### config.mk
export PLATFORM = sky130hd
export DESIGN_NAME = scrc_out_reg
export DESIGN_NICKNAME = d
export VERILOG_FILES = /design/src/rtl/sparse_crs_zero_row_compaction_core_macros.svh /design/src/rtl/scrc_pkg.sv /design/src/rtl/scrc_out_reg.sv
export SDC_FILE = /design/constraint.sdc
export NUM_CORES = 1
export LEC_CHECK = 0
export ABC_AREA = 1
export ABC_CLOCK_PERIOD_IN_PS = 800
export BUFFER_PORTS_ARGS = -buffer_cell sky130_fd_sc_hd__buf_4
export CORE_MARGIN = 2
export CORE_UTILIZATION = 30
export CTS_CLUSTER_SIZE = 14
export DETAILED_ROUTE_END_ITERATION = 8
export GPL_ROUTABILITY_DRIVEN = 0
export PLACE_DENSITY_LB_ADDON = 0.15
export SLEW_MARGIN = 40
export SYNTH_ARGS = -nofsm -noshare
export SYNTH_HDL_FRONTEND = slang
export SYNTH_SLANG_ARGS = --single-unit
### constraint.sdc
create_clock -name clk -period 0.8 [get_ports clk]
set_clock_uncertainty 0.1 [all_clocks]
set_input_delay 0.04 -clock clk [delete_from_list [all_inputs] [get_ports clk]]
set_output_delay 0.04 -clock clk [all_outputs]
set_load 0.01 [all_outputs]
### src/rtl/sparse_crs_zero_row_compaction_core_macros.svh
// Assertion macros used by the sparse row compaction RTL.
`ifndef SPARSE_CRS_ZERO_ROW_COMPACTION_CORE_MACROS_SVH
`define SPARSE_CRS_ZERO_ROW_COMPACTION_CORE_MACROS_SVH

// Same-cycle implication, clocked on clk, off during reset.
`define SCRC_ASSERT_SAME(lbl, pre, post) \
	lbl: assert property (@(posedge clk) disable iff (!arst_n) (pre) |-> (post)) \
		else $error("scrc: assertion failed");

// Next-cycle implication, clocked on clk, off during reset.
`define SCRC_ASSERT_NEXT(lbl, pre, post) \
	lbl: assert property (@(posedge clk) disable iff (!arst_n) (pre) |=> (post)) \
		else $error("scrc: assertion failed");

`endif

### src/rtl/scrc_pkg.sv
// Types, constants and helpers for the sparse row compaction block.
package scrc_pkg;

	localparam int unsigned DEF_MAX_ROWS    = 4096;
	localparam int unsigned DEF_MAX_ENTRIES = 1048576;

	localparam int OPCODE_W   = 2;
	localparam int IDX_W      = 12;
	localparam int VALUE_W    = 64;
	localparam int NUM_ROWS_W = 13;
	localparam int ENTRY_W    = 20;
	localparam int NNZ_W      = 21;

	localparam logic [NUM_ROWS_W-1:0] NUM_ROWS_RST = 13'd4096;

	typedef enum logic [OPCODE_W-1:0] {
		OP_CLEAR  = 2'd0,
		OP_SCAN   = 2'd1,
		OP_FINISH = 2'd2,
		OP_EMIT   = 2'd3
	} opcode_t;

	typedef enum logic [2:0] {
		ST_CLEAR,
		ST_IDLE,
		ST_WALK,
		ST_FIN,
		ST_EMIT
	} state_t;

	typedef enum logic {
		KIND_ENTRY   = 1'b0,
		KIND_SUMMARY = 1'b1
	} kind_t;

	typedef struct packed {
		kind_t                   kind;
		logic [IDX_W-1:0]        new_row;
		logic [IDX_W-1:0]        new_col;
		logic [VALUE_W-1:0]      value_out;
		logic [ENTRY_W-1:0]      entry_index;
		logic                    row_start;
		logic [NUM_ROWS_W-1:0]   kept_rows;
		logic [NNZ_W-1:0]        nnz_total;
	} result_t;

	// plus or minus zero
	function automatic logic is_zero(input logic [VALUE_W-1:0] bits);
		return bits[VALUE_W-2:0] == '0;
	endfunction

endpackage

### src/rtl/scrc_out_reg.sv
// Output register holding one result until the consumer takes it.
module scrc_out_reg (
	input  logic             clk,
	input  logic             arst_n,
	input  logic             load,
	input  scrc_pkg::result_t d,
	output logic             free,
	output logic             out_valid,
	input  logic             out_ready,
	output scrc_pkg::result_t q
);
	import scrc_pkg::*;

	logic    valid_q;
	result_t data_q;

	assign free      = !valid_q || out_ready;
	assign out_valid = valid_q;
	assign q         = data_q;

	always_ff @(posedge clk or negedge arst_n) begin
		if (!arst_n) begin
			valid_q <= 1'b0;
		end else if (load) begin
			valid_q <= 1'b1;
		end else if (out_ready) begin
			valid_q <= 1'b0;
		end
	end

	always_ff @(posedge clk) begin
		if (load) begin
			data_q <= d;
		end
	end

endmodule

==> impl_metrics.csv, run 1 <==
group,metric,value,unit
clock_tree,htree_levels,4,
status,status,"stopped before the end",
yosys,yosysUniqueCellTypes,4,
yosys,synth_area,0.004369,sq mm
yosys,synth_top_area_share,0.9897,
clock_tree,clock_sinks,145,
floorplanning,fp-row-count,44,
yosys,yosysWarnings,0,
yosys,synth_top_area_cell,"edfxtp_1",
yosys,syn_inst,149,
placed_design,dp.cells,637,
placed_design,dp_hpwl,8.600,mm
clock_tree,cts_buffer_depth,2,
yosys,ys_ff_latch,145,
placed_design,portBuffers,293,
clock_tree,cts_resized,93,
status,error_line,"[ERROR RSZ-0060] Max buffer count reached.",
clock_tree,hold_buffers,135,
clock_tree,clock_tree.root_cell,"clkbuf_16",
yosys,synth_area_leaders,"edfxtp_1 99%, dfrtp_1 0.57%, nand2_2 0.29%",
yosys,syn_avg_cell_area,29.32,sq um
clock_tree,post-cts-setup-buffers,1,
clock_tree,cts-buffers-inserted,17,
floorplanning,ioPinCount,294,
yosys,synth_nets,297,
floorplanning,die_y,124.7,um
status,stop_stage,"clock tree synthesis",
floorplanning,chipWidth,124.7,um
floorplanning,start_util,0.3041,
yosys,seq_area_frac_synth,0.9954,
==> kinds of logic after synthesis <==
logic type,count (synthesis),share of synthesized area
and+or+nand+nor,2,0.002863
buffers and inverters,2,0.001719
DFF,145,0.9954
==> Yosys cell counts, drive strengths merged <==
| library cell | number |
|---|---|
| nand2 | 2 |
| edfxtp | 144 |
| inv | 2 |
| dfrtp | 1 |
==> through the flow <==
stage / cell area (sq um) / setup WS (ps) / setup TNS [ps]
detailed placement: 6935 / -81.83 / -8386
global placement: 6935 / -85.89 / -8263
floorplan: 4369 / 27.31 / 0
==> run 2, diff against run 1 <==
--- a/config.mk
+++ b/config.mk
@@ -9,8 +9,7 @@
 export ABC_CLOCK_PERIOD_IN_PS = 800
 export BUFFER_PORTS_ARGS = -buffer_cell sky130_fd_sc_hd__buf_4
 export CORE_MARGIN = 2
-export CORE_UTILIZATION = 30
-export CTS_CLUSTER_SIZE = 14
+export CORE_UTILIZATION = 20
 export DETAILED_ROUTE_END_ITERATION = 8
 export GPL_ROUTABILITY_DRIVEN = 0
 export PLACE_DENSITY_LB_ADDON = 0.15
==> impl_metrics.csv, run 2 <==
group,metric,value,unit
final_layout,largest_reg_flops,144,
yosys,synth_ff_type,"edfxtp_1",
yosys,yosysWarnings,0,
critical_path,cpPeakStageDelay,430,ps
status,status,"finished, violations left",
floorplanning,die_y,151.8,um
yosys,synth_edf_count,144,
timing,tightest_slew,194.3,ps
timing,clock.fmax,886.7,MHz
min_path,hold_path.class,"in2reg",
routing,routedWlPerCell,14.61,um
routing,drtAntennaViolNets,0,
yosys,synth_common_cells,"144 x edfxtp_1, 2 x inv_1, 2 x nand2_2, 1 x dfrtp_1",
yosys,syn_inst,149,
clock_tree,clock_latency,410,ps
yosys,synth_area,0.004369,sq mm
critical_path,path_buf_inv,1,
final_layout,fin_cells,910,
clock_tree,htree_levels,4,
timing,slew_headroom,0.8705,
timing,fin_setup_tns,-39750,ps
yosys,synth_top_area_cell,"edfxtp_1",
floorplanning,core_area,0.02162,sq mm
critical_path,crit_family,"flip-flops",
yosys,yosysUniqueCellTypes,4,
timing,final-hold-violation-count,8,
placed_design,portBuffers,293,
timing,worst_slack,-327.7,ps
routing,dr.pass1.iters,4,
final_layout,antenna_cells,0,
yosys,seq_area_frac_synth,0.9954,
placed_design,dp_hpwl,9.230,mm
floorplanning,chipWidth,151.8,um
global_routing,grt_usage,0.1171,
clock_tree,cts_buffer_depth,2,
critical_path,end_kind,"output pin",
routing,drcViolationCount,0,
clock_tree,cts_tree,"done",
critical_path,startpoint_type,"register",
global_routing,grt_pass1_vias,3658,
yosys,synth_nets,297,
status,violations,"hold timing, setup timing",
critical_path,cp.arrival,990,ps
timing,maxSlewViolCount,0,
timing,setup_violations,147,
critical_path,crit_chain,"buf_6",
global_routing,grt_max_degree,37,
global_routing,antenna_found_initial,0,
run,drv_cap,0,
yosys,synth_area_leaders,"edfxtp_1 99%, dfrtp_1 0.57%, nand2_2 0.29%",
final_layout,layout_common_cells,"164 x buf_4, 146 x dlygate4sd3_1, 144 x edfxtp_1, 136 x buf_6, 17 x clkbuf_16",
global_routing,grt_first_pass_wirelength,20.69,mm
floorplanning,die_area,0.02304,sq mm
critical_path,cp_slowest_cell,"edfxtp_1",
routing,wl,13.30,mm
pwr,powerDensity,2083,mW/mm^2
yosys,ys_async_sr_fraction,0.006897,
global_routing,grt-ovfl-total,0,
critical_path,critPathRequiredTime,660,ps
yosys,synth_top_area_share,0.9897,
routing,viasPerCell,3.625,
final_layout,drive_gt1_frac,0.5317,
pwr,peakVddDrop,1.240,mV
routing,drt_iter0_markers,104,
yosys,syn_avg_cell_area,29.32,sq um
pwr,leakage,3.961,nW
yosys,ys_ff_latch,145,
timing,rsz0062_at_grt,"true",
timing,fin_crit_sh,1.410,
clock_tree,clock_sinks,145,
final_layout,fin_util,0.4429,
critical_path,worst-setup-path-type,"reg2out",
yosys,synth_most_common_cell,"edfxtp_1",
routing,via_count,3299,
critical_path,cp_max_fo,1,
clock_tree,clkSlewWorstSetupHoldPaths,60,ps
floorplanning,fp-row-count,54,
final_layout,syn_to_final_growth,119.2,%
floorplanning,ioPinCount,294,
clock_tree,clock_tree.root_cell,"clkbuf_16",
final_layout,mostFrequentLayoutCell,"buf_4",
final_layout,layout.nets,765,
timing,whs,-150.9,ps
clock_tree,cts-buffers-inserted,17,
floorplanning,start_util,0.2021,
timing,period_needed,1128,ps
clock_tree,hold_buffers,146,
placed_design,dp.cells,730,
pwr,power,19.95,mW
run 2: layout make-up:
cell class,instances,area [sq um]
fill,1928,12040
sequential,145,4349
timing repair buffer,449,4284
clock buffer,17,425.4
tap,280,350.3
clock inverter,15,147.6
multi-input combinational,2,12.51
inverter,2,7.507
run 2: path summary, 6_finish.rpt:
path / start / to / slack [ps] / depth (start not counted)
max: q[97] / q[97] / -330 / 1
min: load / q[33] / -150 / 1
max reg2reg: out_valid / out_valid / -90 / 4
min reg2reg: out_valid / out_valid / 620 / 4
max in group asynchronous: arst_n / out_valid / 110 / 3
min in group asynchronous: arst_n / out_valid / 380 / 3
run 2: what timing repair did:
| action | CTS | global route |
|---|---|---|
| resized for setup | 102 | 33 |
| setup buffers | 4 | 1 |
| pin swaps | 1 | 0 |
| setup endpoints to repair | 146 | 147 |
| endpoints found under the hold margin | 152 | 8 |
run 2: cells by family after synthesis:
family,count (synthesis),share of synthesized area
DFF,145,0.9954
and+or+nand+nor,2,0.002863
buffers and inverters,2,0.001719
run 2: report_power, final:
| part | internal (mW) | switching [mW] | total [mW] | leakage (nW) |
|---|---|---|---|---|
| registers | 9.04 | 0.273 | 9.31 | 1.42 |
| logic | 1.95 | 0.956 | 2.91 | 2.27 |
| clock network | 4.37 | 3.36 | 7.73 | 0.276 |
| total | 15.4 | 4.59 | 19.9 | 3.96 |
run 2: metrics by stage:
stage               setup slack, ps  instance area, sq um
floorplan                     27.31                  4369
global placement             -101.9                  7020
detailed placement           -107.0                  7020
CTS                          -377.0                  9468
global route                 -375.3                  9577
finish                       -327.7                  9577
run 2: routing by layer:
layer	GRT usage	share of wire	vias up
li1	-	-	1545
met1	0.1364	0.40	1547
met2	0.1892	0.50	190
met3	0.04735	0.083	17
met4	0.05518	0.019	0
met5	0	0	-
Power figures use the tool's default switching activity.
